<file path="src/hw/rtl/lgge_ram.sv">
// ----------------------------------------------------------------------------
// lgge_ram: generic simple dual-port RAM
// One write port and one read port; read data is registered and shows the
// old contents when the same entry is written in the same cycle.
// ----------------------------------------------------------------------------
`default_nettype none

module lgge_ram #(
  parameter int unsigned WIDTH = 64,
  parameter int unsigned DEPTH = 64
) (
  input  wire logic                     clk_i,
  input  wire logic                     we_i,
  input  wire logic [$clog2(DEPTH)-1:0] waddr_i,
  input  wire logic [WIDTH-1:0]         wdata_i,
  input  wire logic                     re_i,
  input  wire logic [$clog2(DEPTH)-1:0] raddr_i,
  output logic      [WIDTH-1:0]         rdata_o
);

  logic [WIDTH-1:0] mem [DEPTH];

  // Write port.
  always_ff @(posedge clk_i) begin
    if (we_i) begin
      mem[waddr_i] <= wdata_i;
    end
  end

  // Registered read port.
  always_ff @(posedge clk_i) begin
    if (re_i) begin
      rdata_o <= mem[raddr_i];
    end
  end

endmodule

`default_nettype wire

</file>
<file path="config.mk">
export PLATFORM = sky130hd
export DESIGN_NAME = lgge_ram
export DESIGN_NICKNAME = d
export VERILOG_FILES = /design/src/hw/rtl/lgge_ram.sv
export SDC_FILE = /design/constraint.sdc
export NUM_CORES = 2
export LEC_CHECK = 0
export BUFFER_PORTS_ARGS = -buffer_cell sky130_fd_sc_hd__buf_2
export CAP_MARGIN = 30
export CORE_MARGIN = 2
export CORE_UTILIZATION = 60
export CTS_BUF_LIST = sky130_fd_sc_hd__clkbuf_4 sky130_fd_sc_hd__clkbuf_8
export CTS_CLUSTER_DIAMETER = 40
export DETAILED_ROUTE_END_ITERATION = 12
export HOLD_SLACK_MARGIN = 0.12
export PLACE_DENSITY = 0.74
export SLEW_MARGIN = 10
export SYNTH_ARGS = -nofsm -noshare
export SYNTH_HDL_FRONTEND = slang
export SYNTH_SLANG_ARGS = --single-unit
export TNS_END_PERCENT = 50
</file>
<file path="constraint.sdc">
create_clock -name clk_i -period 6.7 [get_ports clk_i]
set_input_delay 0.67 -clock clk_i [delete_from_list [all_inputs] [get_ports clk_i]]
set_output_delay 0.67 -clock clk_i [all_outputs]
set_load 0.1 [all_outputs]
</file>
* Word level (Yosys, flattened, before mapping)
Memory sizes are Yosys's and may differ from the RTL's. A register that Yosys moved wholly into a read port is not among the register bits.
Index checks and enable logic that the tools add are counted.
** Storage, ports and cells
- Flip-flop bits (word level) :: 0
- RAM bits :: 4096
- Input bits :: 79
- Memories :: 1
** Memory list
- mem :: words 64, width 64, rd ports 1, clocked after memory_dff 1, write ports 1, line 21 : logic [WIDTH-1:0] mem [DEPTH];
** Operators by class
- Multiplexer cells :: 2
** Operator list (count)
- 1-bit two-way mux :: 2

* Logic depth before layout (Yosys ltp)
- Word-level depth :: 2
- Mapped depth :: 9
- Mapped depth without buffers :: 5

* Worst setup path after synthesis
OpenSTA, ideal clock, no wires.
- Path type :: input to register
- Start :: in waddr_i[3]
- End :: mem mem[48][0] (enable)
- Library setup time :: 0.564 ns
- Arrival time :: 5.542 ns
- Required time :: 6.136 ns
- Slack :: 0.594 ns
- Cell stages on the path :: 4
- Path buffers :: 1
- Path through :: clkbuf_1 nor2b_1 nand4b_1 nor3_1
** RTL lines
- start, declared :: line 14 : input wire logic [$clog2(DEPTH)-1:0] waddr_i,
- end, declared :: line 21
Straight into the memory's write port.

* Worst setup path after layout
- Start :: reg rdata_o[61], read port of mem
- End :: out rdata_o[61]
** RTL lines
- start, declared :: line 18 : output logic [WIDTH-1:0] rdata_o
No word-level cell between the ends.

==> impl_metrics.env <==
export IMPL_drive_gt1_share_pct=32.5
export IMPL_cp_arrival_ps=2480
export IMPL_dieArea_um2=266000
export IMPL_yosysWarningCount=0
export IMPL_numCtsBuffers=642
export IMPL_post_cts_resized=0
export IMPL_gr_usage_met1_pct=44.3
export IMPL_postRouteAntennaNets=0
export IMPL_fin_crit_sh_pct=47.1
export IMPL_r2r_cells=5
export IMPL_criticalPathCategory="register to output pin"
export IMPL_htreeDepth=6
export IMPL_fill_cells=15091
export IMPL_grt_pass1_wl_mm=582
export IMPL_skew_ps=71.9
export IMPL_coreArea_um2=260000
export IMPL_start_kind="register"
export IMPL_power_mw=52.7
export IMPL_holdWs_ps=267
export IMPL_tns_ps=0
export IMPL_finalCriticalPeriod_ps=3150
export IMPL_clock_root_buffer="clkbuf_8"
export IMPL_first_global_vias=77830
export IMPL_avgSynthCellArea_um2=23.8
export IMPL_dp_hpwl_mm=221
export IMPL_num_vias=78869
export IMPL_start_util_pct=60.4
export IMPL_synth_cell_types=32
export IMPL_r2r_end="rdata_o[18]$_DFFE_PP_"
export IMPL_synth_edff_count=4160
export IMPL_holdBufCountCts=8
export IMPL_rsz0062_at_grt="no"
export IMPL_met3_usage_pct=6.98
export IMPL_clkLatencyLatePin_ps=1210
export IMPL_nets=7451
export IMPL_antenna_found_initial=27
export IMPL_die_y_um=516
export IMPL_clkSinkCount=4160
export IMPL_slowest_stage="edfxtp_1"
export IMPL_postCtsSetupBuffers=0
export IMPL_cts_tree="built"
export IMPL_hold_path_depth=3
export IMPL_crit_required_ps=6030
export IMPL_synth_ff_type="edfxtp_1"
export IMPL_placedCellCount=10093
export IMPL_wl_per_cell_um=36.7
export IMPL_dr_pass1_iters=6
export IMPL_p_leak_nw=56.2
export IMPL_rr_startpoint="mem[13][18]$_DFFE_PP_"
export IMPL_worst_slew_pin_slew_ps=1130
export IMPL_overflow=0
export IMPL_drt_iter0_drc=13270
export IMPL_power_per_cell_area_nw_per_um2=296
export IMPL_fin_cells=11379
export IMPL_slew_violations=0
export IMPL_multi_input_area_um2=30800
export IMPL_grtUsageTotal_pct=31.5
export IMPL_seq_area_frac_synth_pct=79.6
export IMPL_setup_viol=0
export IMPL_seqCellArea_um2=125000
export IMPL_grt_start_max_net_pins=131
export IMPL_viasPerCell=6.93
export IMPL_end_kind="output pin"
export IMPL_grt_busiest_layer="met2"
export IMPL_slew_headroom_pct=24.7
export IMPL_critPathLaunch="rdata_o[61]$_DFFE_PP_"
export IMPL_cpPeakStageDelay_ps=750
export IMPL_path_buf_inv=1
export IMPL_path_cells="buf_2"
export IMPL_die_w_um=516
export IMPL_place_congestion=0.822
export IMPL_syn2layout_area_growth_pct=13.5
export IMPL_finalHoldViolCount=0
export IMPL_maxCapViolCount=0
export IMPL_hp_class="primary input to register"
export IMPL_finish_utilization_pct=68.6
export IMPL_met2_usage_pct=48.8
export IMPL_hold_end="mem[55][12]$_DFFE_PP_"
export IMPL_syn_inst=6598
export IMPL_route_detailed_drc=0
export IMPL_ir_drop_uv=287
export IMPL_ys_ff_latch=4160
export IMPL_clk_path_buf_depth=4
export IMPL_status="finished clean"
export IMPL_crit_family="flip-flops"
export IMPL_wirelength_mm=418
export IMPL_rows=187
export IMPL_min_from="waddr_i[2]"
export IMPL_synth_area_um2=157000
export IMPL_port_buffers=142
export IMPL_synth_fp_nets=6677
export IMPL_rrSetupSlack_ps=4530
export IMPL_synthArstFlopShare_pct=0
export IMPL_ios=143
export IMPL_fmax_ghz=0.317
export IMPL_clkTransAtPathRegs_ps=60
export IMPL_critPathMaxFanout=6
==> cells in the mapped netlist, drive strengths merged (45+ instances only) <==
cell       n  area share (%)
edfxtp  4160              80
mux4    1024              15
buf      230            0.80
a22oi    168            0.80
clkbuf   140            0.33
mux2i    135            0.86
nor2     112            0.27
a22o      88            0.49
o22ai     83            0.33
and3      64            0.26
a211oi    63            0.30
nand2     58            0.14
nand3     45            0.14
==> flip-flops by register name (all words and copies together), names as in the netlist <==
signal   count
mem       4096
rdata_o     64
==> kinds of logic (layout without fill, tap and decap cells) <==
| logic type | count (synthesis) | count (layout) | share of synthesized area, % |
|---|---|---|---|
| buf+inv | 389 | 1653 | 1.18 |
| compound gates | 504 | 504 | 2.47 |
| flops | 4160 | 4160 | 79.6 |
| other cells | 0 | 21 | 0 |
| simple gates | 386 | 386 | 1.23 |
| mux | 1159 | 1159 | 15.6 |
==> routing by layer <==
| metal | routed length [µm] | vias to the layer above |
|---|---|---|
| met5 | 82 | - |
| met4 | 19900 | 12 |
| met2 | 198000 | 6204 |
| met3 | 53800 | 1066 |
| li1 | - | 30234 |
| met1 | 146000 | 41353 |
==> where the power goes <==
part	total (mW)	switching, mW	internal [mW]
Clock	20.9	9.92	11.0
Sequential	29.0	0.119	28.9
Combinational	2.81	1.82	0.993
==> cell type report <==
| cell class | instances | area share (%) |
|---|---|---|
| Clock inverter | 279 | 1.18 |
| Multi-Input combinational cell | 2049 | 17.3 |
| Clock buffer | 855 | 5.88 |
| Timing Repair Buffer | 500 | 3.05 |
| Antenna cell | 21 | 0.0295 |
| Inverter | 19 | 0.0400 |
| Tap cell | 3496 | 2.45 |
| Sequential cell | 4160 | 70.1 |
==> how the worst max path moves through the flow <==
| stage | endpoint | cells past startpoint |
|---|---|---|
| floorplan | mem[48][0]$_DFFE_PP_ | 4 |
| global placement | rdata_o[33]$_DFFE_PP_ | 7 |
| detailed placement | rdata_o[27]$_DFFE_PP_ | 7 |
| CTS | rdata_o[1] | 1 |
| global route | rdata_o[58] | 1 |
| finish | rdata_o[61] | 1 |
==> cell usage in the layout (no fill, tap or decap), types with 65 or more instances in the layout <==
cell type and count:
buf_12 121, mux4_2 1024, clkinv_1 145, buf_2 138, a22oi_1 168, clkbuf_8 649, o22ai_1 83, nor2_4 65
mux2i_1 135, buf_4 157, dlygate4sd3_1 65, edfxtp_1 4160, clkbuf_4 206, a22o_1 88
==> metrics by stage <==
stage          setup WS [ps]  cell area, µm²
3_5_place_dp            2780          164000
2_1_floorplan            594          157000
3_3_place_gp            2520          163000
5_1_grt                 3510          178000
6_report                3550          178000
4_1_cts                 3480          176000
==> worst reg2reg max path, cell delays in order, from the launching register on <==
cell and delay [ps]:
edfxtp_1 370, mux4_2 470, nor2b_1 140, a211oi_1 350, o22ai_1 310, and3_1 240
Note: power is estimated with default switching activity, not from simulation.
