File: src/hw/rtl/lgge_pkg.sv
// ----------------------------------------------------------------------------
// lgge_pkg: shared types and constants of the life grid generation engine
// Holds the request kind codes and the B3/S23 neighbor-count thresholds.
// ----------------------------------------------------------------------------
`default_nettype none

package lgge_pkg;

  // Request kinds. Code 3 has no meaning and is dropped by the engine.
  typedef enum logic [1:0] {
    KIND_SET  = 2'd0,
    KIND_STEP = 2'd1,
    KIND_READ = 2'd2
  } kind_e;

  // Width of a live-neighbor count (0 to 8).
  localparam int unsigned NBR_W = 4;

  // Rule B3/S23 thresholds.
  localparam logic [NBR_W-1:0] BIRTH_CNT  = 4'd3;
  localparam logic [NBR_W-1:0] SURVIVE_LO = 4'd2;
  localparam logic [NBR_W-1:0] SURVIVE_HI = 4'd3;

endpackage

`default_nettype wire

File: src/hw/rtl/lgge_row_rule.sv
// ----------------------------------------------------------------------------
// lgge_row_rule: next generation of one grid row
// Counts the eight neighbors of every cell from the rows above, at and below
// it and applies rule B3/S23. Cells past either end of a row count as dead.
// ----------------------------------------------------------------------------
`default_nettype none

module lgge_row_rule #(
  parameter int unsigned GRID_SIZE = 64
) (
  input  wire logic [GRID_SIZE-1:0] above_i,
  input  wire logic [GRID_SIZE-1:0] mid_i,
  input  wire logic [GRID_SIZE-1:0] below_i,
  output logic      [GRID_SIZE-1:0] next_o
);

  // Rows padded with one dead cell at each end.
  logic [GRID_SIZE+1:0] above_p;
  logic [GRID_SIZE+1:0] mid_p;
  logic [GRID_SIZE+1:0] below_p;

  assign above_p = {1'b0, above_i, 1'b0};
  assign mid_p   = {1'b0, mid_i,   1'b0};
  assign below_p = {1'b0, below_i, 1'b0};

  // One small adder and compare per cell, all cells in parallel.
  for (genvar i = 0; i < GRID_SIZE; i++) begin : g_cell
    logic [lgge_pkg::NBR_W-1:0] nbr_cnt;

    assign nbr_cnt = lgge_pkg::NBR_W'(above_p[i])   + lgge_pkg::NBR_W'(above_p[i+1])
                   + lgge_pkg::NBR_W'(above_p[i+2]) + lgge_pkg::NBR_W'(mid_p[i])
                   + lgge_pkg::NBR_W'(mid_p[i+2])   + lgge_pkg::NBR_W'(below_p[i])
                   + lgge_pkg::NBR_W'(below_p[i+1]) + lgge_pkg::NBR_W'(below_p[i+2]);

    assign next_o[i] = mid_i[i] ? ((nbr_cnt == lgge_pkg::SURVIVE_LO) ||
                                   (nbr_cnt == lgge_pkg::SURVIVE_HI))
                                : (nbr_cnt == lgge_pkg::BIRTH_CNT);
  end

endmodule

`default_nettype wire

File: config.mk
export PLATFORM = sky130hd
export DESIGN_NAME = lgge_row_rule
export DESIGN_NICKNAME = d
export VERILOG_FILES = /design/src/hw/rtl/lgge_pkg.sv /design/src/hw/rtl/lgge_row_rule.sv
export SDC_FILE = /design/constraint.sdc
export NUM_CORES = 1
export LEC_CHECK = 0
export ABC_AREA = 1
export BUFFER_PORTS_ARGS = -buffer_cell sky130_fd_sc_hd__buf_2
export CORE_MARGIN = 2
export CORE_UTILIZATION = 40
export DETAILED_ROUTE_END_ITERATION = 16
export PLACE_DENSITY = 0.64
export SYNTH_ARGS = -nofsm -noshare
export SYNTH_HDL_FRONTEND = slang
export SYNTH_SLANG_ARGS = --single-unit
export TNS_END_PERCENT = 20
File: constraint.sdc
create_clock -name vclk -period 7.4
set_clock_uncertainty 0.15 [all_clocks]
set_input_delay 0.37 -clock vclk [all_inputs]
set_output_delay 0.37 -clock vclk [all_outputs]
set_load 0.01 [all_outputs]
* Word level (Yosys, flattened, before mapping)
Cells that the tools add are included.
** Word-level totals
- Word-level logic and storage cells :: 697
- Register bits :: 0
- Output and inout bits :: 64
- Bits of input ports :: 192
** Operators by class
- Add/subtract/negate cells :: 441
- Reduce and logical (&&, ||, !) cells :: 64
- Muxes and demuxes :: 64
- Equal/unequal tests :: 128
** Operators by type and width (number)
- adder 4 x 1 -> 4 bit :: 252
- equality test 4 x 2 -> 1 bit, second input constant :: 128
- adder 3 x 1 -> 4 bit :: 63
- adder 2 x 1 -> 3 bit :: 63
- adder 1 x 1 -> 2 bit :: 63
- logical OR 1 bit :: 64
- two-way mux 1 bit :: 64

* Logic depth before layout (Yosys ltp)
Gate-level depths: netlist of run 1.
- Word-level depth :: 10
- Gate-level depth with buffers :: 11
- Gate-level depth less buffers :: 11

* Worst setup path after synthesis of run 1
OpenSTA, ideal clock, no wires.
- Path type :: input -> output
- Start point :: input above_i[13]
- End point :: output next_o[14]
- Required time :: 6.880 ns
- Path slack :: 4.032 ns
- Stages on the path :: 9
- Arrival :: 2.848 ns
- Buffers on the path :: 0
- Cell sequence :: inv_1 > fa_1 > fa_1 > fa_1 > inv_1 > ha_1 > fa_1 > nand3_1 > a21oi_1
** On the way
- Cells in the longest elaborated chain, start to end :: 10
- Elaborated cells on any way between the ends :: 11
- Classes of those cells :: add/sub (7); eq/ne (2); mux (1); reduce/logical (1)
** RTL lines
- start, declared :: RTL line lgge_row_rule.sv:11 : input wire logic [GRID_SIZE-1:0] above_i,
- adder 1 x 1 -> 2 bit (*) :: RTL line lgge_row_rule.sv:30 : assign nbr_cnt = lgge_pkg::NBR_W'(above_p[i]) + lgge_pkg::NBR_W'(above_p[i+1])
- adder 2 x 1 -> 3 bit (*) :: RTL line lgge_row_rule.sv:31 : + lgge_pkg::NBR_W'(above_p[i+2]) + lgge_pkg::NBR_W'(mid_p[i])
- adder 3 x 1 -> 4 bit (*) :: RTL line lgge_row_rule.sv:31
- adder 4 x 1 -> 4 bit (*) (2 in a row) :: RTL line lgge_row_rule.sv:32 : + lgge_pkg::NBR_W'(mid_p[i+2]) + lgge_pkg::NBR_W'(below_p[i])
- adder 4 x 1 -> 4 bit (*) (2 in a row) :: RTL line lgge_row_rule.sv:33 : + lgge_pkg::NBR_W'(below_p[i+1]) + lgge_pkg::NBR_W'(below_p[i+2]);
- equality test 4 x 2 -> 1 bit (on tied branches) :: RTL line lgge_row_rule.sv:35, lgge_row_rule.sv:36, lgge_row_rule.sv:37
- logical OR 1 bit :: RTL line lgge_row_rule.sv:35 : assign next_o[i] = mid_i[i] ? ((nbr_cnt == lgge_pkg::SURVIVE_LO) ||
- two-way mux 1 bit (*) :: RTL line lgge_row_rule.sv:35
- end, declared :: RTL line lgge_row_rule.sv:14 : output logic [GRID_SIZE-1:0] next_o
Every way passes the cells marked *; elsewhere a longest branch is shown, timed or not.

* Worst setup path after layout of run 1
- Start point :: input above_i[44]
- End point :: output next_o[45]
Same word-level chain as after synthesis.

==> results.json, run 1 <==
{
  "power_frac_seq_pct": 0,
  "final_hold_viol_count": 0,
  "number_of_nets_in_the_finished_design": 2332,
  "min_path_type": "primary input to output port",
  "critPathMostFrequentCell": "fa_1",
  "layout_setup_ws_ns": 3.58,
  "final_common_cell": "inv_1",
  "floorplan.io_pins": 256,
  "fp.dieArea_um2": 29900,
  "floorplan.core_area_um2": 27900,
  "max_clock_freq_mhz": 262,
  "detail_route.first_pass.iterations": 6,
  "initial_utilization_pct": 40.8,
  "critPathLaunchType": "primary input",
  "multiInputGateArea_um2": 9050,
  "drt_first_iter_violations": 171,
  "final-setup-viol-count": 0,
  "worst_slew_pin_slew_ns": 0.302,
  "synth.net_count": 2074,
  "worst-endpoint-arrival_ns": 3.30,
  "worst-setup-path-type": "primary input to output port",
  "dr_total_vias": 8996,
  "postCtsResizedCells": 0,
  "maxCapViolCount": 0,
  "first_global_vias": 9827,
  "status": "finished, final reports clean",
  "final_layout_size_suffix_gt1_share_pct": 15.1,
  "synth.top_cells.by_area": "fa_1, ha_1, inv_1, nand2_1, nand3_1",
  "postLayoutCoreUtil_pct": 47.1,
  "critical-path-max-stage-delay_ns": 0.56,
  "critical_path_buffer_and_inverter_count": 4,
  "vias_per_cell": 4.33,
  "gpl.final_weighted_congestion": 0.870,
  "totalWireLength_um": 22900,
  "synth_top_cell_area_share_pct": 44.3,
  "critical_path_peak_fanout": 2,
  "final.period_utilization_pct": 51.7,
  "cell_family_contributing_the_most_delay_on_the_critical_path": "adder cells",
  "fp.dieH_um": 173,
  "p_int_uw": 820,
  "placement_rows": 61,
  "grt_antenna_before_repair": 3,
  "power.static_leakage_uw": 0.00816,
  "fill_cells": 2858,
  "vdd.ir_drop.worst_v": 0.0000709,
  "synthesis.instances": 1442,
  "hpwl_um": 22200,
  "syn_area_um2": 11400,
  "yosys_warnings": 0,
  "rsz_0062_raised_after_global_routing": "no",
  "crit_path_end_kind": "output port",
  "global_route.overflow_total": 0,
  "power.switching_fraction_pct": 56.3,
  "pre_cts_slack_ns": 3.54,
  "cts_setup_buffers": 0,
  "grt_pass1_wl_um": 41800,
  "grt_max_degree": 4,
  "synth_seq_area_share_pct": 0,
  "post_synth.cell_area_avg_um2": 7.90,
  "buffer_ports.inserted": 256,
  "finalWorstPathRequiredPeriod_ns": 3.82,
  "remaining_drc_errors": 0,
  "layout.cells.non_filler": 2078,
  "route.detailed.wl_per_inst_um": 11.0,
  "fp.dieW_um": 173,
  "placed_insts": 2076,
  "worst_slew_margin_rel_pct": 79.9,
  "pwr_density_cell_nw_per_um2": 142,
  "critical_path_top_delay_cell": "fa_1",
  "timing.setup.tns_ns": 0,
  "power.net_switching_uw": 1050,
  "most_area_hungry_cell_type_in_the_yosys_netlist": "fa_1",
  "post_synth_num_cell_types": 9,
  "areaGrowthSynthToFinish_pct": 15.4,
  "report.final.slew_viol_count": 0,
  "seq_cell_count": 0,
  "timing.critical_path.cells": "buf_2, inv_1, fa_1, fa_1, fa_1, inv_1, ha_1, fa_1, nand3_1, a21oi_1, buf_2",
  "clockPowerShare_pct": 0,
  "grt.total_usage_pct": 16.1,
  "holdBufCountCts": 0,
  "ant_nets": 0,
  "power_frac_comb_pct": 100.0,
  "clock_buffers": 0,
  "hold_ws_ns": 0.965,
  "most_frequent_cells_in_the_layout": "inv_1, buf_2, fa_1",
  "cp.required_ns": 6.88,
  "area.sequential_um2": 0
}
## routing by layer
layer,wire [µm],vias to the layer above,GRT usage [%]
met5,24,-,0
met4,140,4,0.742
met3,1280,12,2.40
met2,11300,188,30.3
met1,10200,4192,20.4
li1,-,4600,-
## power by group through the flow
stage | clock network [µW] | logic [µW] | registers, µW
after floorplan | 0 | 1350 | 0
after global placement | 0 | 1810 | 0
after detailed placement | 0 | 1900 | 0
after CTS | 0 | 1910 | 0
after global routing | 0 | 2240 | 0
final | 0.0000362 | 1870 | 0
## cells by family (layout without fill, tap and decap cells)
kind of cell / after synthesis / count (layout) / synth area share, %
AO/OA/AOI/OAI: 64 / 64 / 2.81
adder cells (fa/ha/maj): 440 / 440 / 64.9
other: 0 / 2 / 0
buffers and inverters: 626 / 882 / 20.6
AND/OR/NAND/NOR: 312 / 312 / 11.7
## through the flow
stage                     power, µW  instance area [µm²]
after global placement         1810                13200
after floorplan                1350                11400
final                          1870                13200
after global routing           2240                13200
after detailed placement       1900                13200
after CTS                      1910                13200
## synthesized netlist by cell type
master,n
a21oi_1,62
fa_1,252
ha_1,188
inv_1,626
nand2_1,186
nand3_1,123
nand3b_1,1
nor2_1,2
o21ai_0,2
## tightest hold or removal path, cell delays in order
cell and delay (ns):
buf_2 0.10, o21ai_0 0.07, nor2_1 0.08, buf_2 0.13
## worst paths after layout
check,from,end,slack (ns),cells past startpoint
hold / removal,mid_i[0],next_o[0],0.96,4
setup / recovery,above_i[44],next_o[45],3.58,11
## cell type report
type / instances / share of cell area, %
Tap cell: 378 / 3.60
Multi-Input combinational cell: 816 / 68.8
Antenna cell: 2 / 0.0380
Timing Repair Buffer: 256 / 9.74
Inverter: 626 / 17.9
Note: power is estimated with default switching activity, not from simulation.
==> inputs of run 2 (changes only) <==
--- a/config.mk
+++ b/config.mk
@@ -5,12 +5,12 @@
 export SDC_FILE = /design/constraint.sdc
 export NUM_CORES = 1
 export LEC_CHECK = 0
-export ABC_AREA = 1
+export ABC_AREA = 0
 export BUFFER_PORTS_ARGS = -buffer_cell sky130_fd_sc_hd__buf_2
 export CORE_MARGIN = 2
 export CORE_UTILIZATION = 40
 export DETAILED_ROUTE_END_ITERATION = 16
-export PLACE_DENSITY = 0.64
+export PLACE_DENSITY = 0.67
 export SYNTH_ARGS = -nofsm -noshare
 export SYNTH_HDL_FRONTEND = slang
 export SYNTH_SLANG_ARGS = --single-unit
==> constraint.sdc (replaced) <==
create_clock -name vclk -period 3.4
set_clock_uncertainty 0.15 [all_clocks]
set_input_delay 0.17 -clock vclk [all_inputs]
set_output_delay 0.17 -clock vclk [all_outputs]
set_load 0.01 [all_outputs]
==> run 2 against run 1 <==
Against the previous run:
- flip-flop and latch count unchanged
- power up 100%
- sequential share of layout area unchanged
- critical path type unchanged
- largest cell class unchanged
- highest routed layer unchanged
==> results.json, run 2 <==
{
  "placed_insts": 1787,
  "most_frequent_cells_in_the_layout": "inv_1, buf_2, fa_1",
  "grt_max_degree": 4,
  "drt_first_iter_violations": 145,
  "gpl.final_weighted_congestion": 0.814,
  "seq_cell_count": 0,
  "clock_buffers": 0,
  "netlist_top_cells_count": "inv_1, fa_1, ha_1",
  "critical_path_buffer_and_inverter_count": 4,
  "final.period_utilization_pct": 97.5,
  "areaGrowthSynthToFinish_pct": 18.0,
  "status": "finished, final reports clean",
  "first_global_vias": 8998,
  "grt_pass1_wl_um": 39400,
  "final_common_cell": "inv_1",
  "synth.top_cells.by_area": "fa_1, ha_1, inv_1, a21oi_1, nand3_1",
  "cell_family_contributing_the_most_delay_on_the_critical_path": "adder cells",
  "crit_path_end_kind": "output port",
  "floorplan.core_area_um2": 26200,
  "dr_total_vias": 8200,
  "maxCapViolCount": 0,
  "post_synth_num_cell_types": 13,
  "timing.critical_path.cells": "buf_2, inv_1, fa_1, fa_1, fa_1, inv_1, ha_1, fa_1, or2_1, a21oi_2, buf_2",
  "timing.hold.worst.start": "mid_i[39]",
  "totalWireLength_um": 22200,
  "postLayoutCoreUtil_pct": 48.2,
  "synthesis.instances": 1194,
  "vias_per_cell": 4.58,
  "timing.critical_path.from": "above_i[56]",
  "power.static_leakage_uw": 0.00715,
  "fp.dieW_um": 168,
  "critical_path_top_delay_cell": "fa_1",
  "max_clock_freq_mhz": 302,
  "worst_slew_margin_rel_pct": 84.5,
  "placement_rows": 59,
  "fill_cells": 2504,
  "syn_area_um2": 10700,
  "synth_top_cell_area_share_pct": 47.1,
  "remaining_drc_errors": 0,
  "multiInputGateArea_um2": 9200,
  "global_route.overflow_total": 0,
  "fp.dieH_um": 168,
  "final_layout_size_suffix_gt1_share_pct": 23.3,
  "min_path_type": "primary input to output port",
  "layout.cells.non_filler": 1789,
  "critical_path_peak_fanout": 2,
  "area.sequential_um2": 0,
  "report.final.slew_viol_count": 0,
  "grt.total_usage_pct": 16.4,
  "final-setup-viol-count": 0,
  "yosys_warnings": 0,
  "worst_slew_pin_slew_ns": 0.230,
  "worst-setup-path-type": "primary input to output port",
  "critPathLaunchType": "primary input",
  "holdBufCountCts": 0,
  "route.detailed.wl_per_inst_um": 12.4,
  "fp.dieArea_um2": 28100,
  "pwr_density_cell_nw_per_um2": 300,
  "number_of_nets_in_the_finished_design": 2087,
  "most_area_hungry_cell_type_in_the_yosys_netlist": "fa_1",
  "worst-endpoint-arrival_ns": 2.99,
  "cp.required_ns": 3.08,
  "critical-path-max-stage-delay_ns": 0.55,
  "synth.most_common_cell": "inv_1",
  "buffer_ports.inserted": 256,
  "post_synth.cell_area_avg_um2": 8.97,
  "hold_ws_ns": 0.567,
  "synth_seq_area_share_pct": 0,
  "synth.net_count": 1826,
  "ant_nets": 0,
  "finalWorstPathRequiredPeriod_ns": 3.31,
  "critPathMostFrequentCell": "fa_1",
  "grt_antenna_before_repair": 4,
  "initial_utilization_pct": 40.9,
  "hpwl_um": 21700,
  "vdd.ir_drop.worst_v": 0.000150,
  "detail_route.first_pass.iterations": 6,
  "final_hold_viol_count": 0,
  "floorplan.io_pins": 256,
  "rsz_0062_raised_after_global_routing": "yes"
}
run 2: cell count changes after synthesis:
cell       change
o21ai_0       +59
nor3b_1        +2
nand2_1      -185
or2_1         +26
nand3_1       -62
a21oi_1       +60
a31oi_1        +1
nand3b_1       -1
inv_1        -185
nor2_1         +1
or2_0         +35
a2111oi_2      +1
run 2: final timing paths:
check             cells after the start  slack, ns    endpoint
hold / removal                        4       0.57  next_o[39]
setup / recovery                     11       0.09  next_o[57]
run 2: power breakdown:
part           total, µW  switching [µW]   leakage (µW)  internal, µW
Combinational       3790            2090        0.00715          1700
Clock          0.0000393               0  0.00000000634     0.0000393
Sequential             0               0              0             0
run 2: logic make-up after synthesis:
group / count (synthesis) / share of synthesized area, %
fa+ha+maj: 440 / 69.1
simple gates: 128 / 6.70
compound gates: 185 / 8.75
buf+inv: 441 / 15.5
run 2: routing by layer:
metal	routed length [µm]	track usage, %	vias up
li1	-	-	4115
met1	9330	20.1	3866
met2	10900	30.5	191
met3	1600	3.78	24
met4	286	1.47	4
met5	21	0	-
run 2: metrics by stage:
stage	total power [µW]	instance area, µm²	TNS [ns]	setup WS [ns]
2_1_floorplan	2590	10700	0	0.363
3_3_place_gp	3530	12400	0	0.0498
3_5_place_dp	3690	12400	0	0.0332
4_1_cts	3720	12400	0	0.0248
5_1_grt	4500	12600	-0.220	-0.0307
6_report	3790	12600	0	0.0852
run 2: tightest hold or removal path, stage by stage:
cell and delay [ns]:
buf_2 0.09, o21ai_2 0.05, a21oi_2 0.11, buf_6 0.12
run 2: area by class of cell:
| type | count | area share, % |
|---|---|---|
| repair buffers | 259 | 10.7 |
| diodes | 1 | 0.0198 |
| inverters | 441 | 13.2 |
| well taps | 335 | 3.32 |
| multi-input cells | 753 | 72.8 |
run 2: repair_timing:
item	in CTS	in global routing
endpoints found under the hold margin	0	0
endpoints found under the setup margin	0	41
setup buffers	0	1
resized for setup	0	104
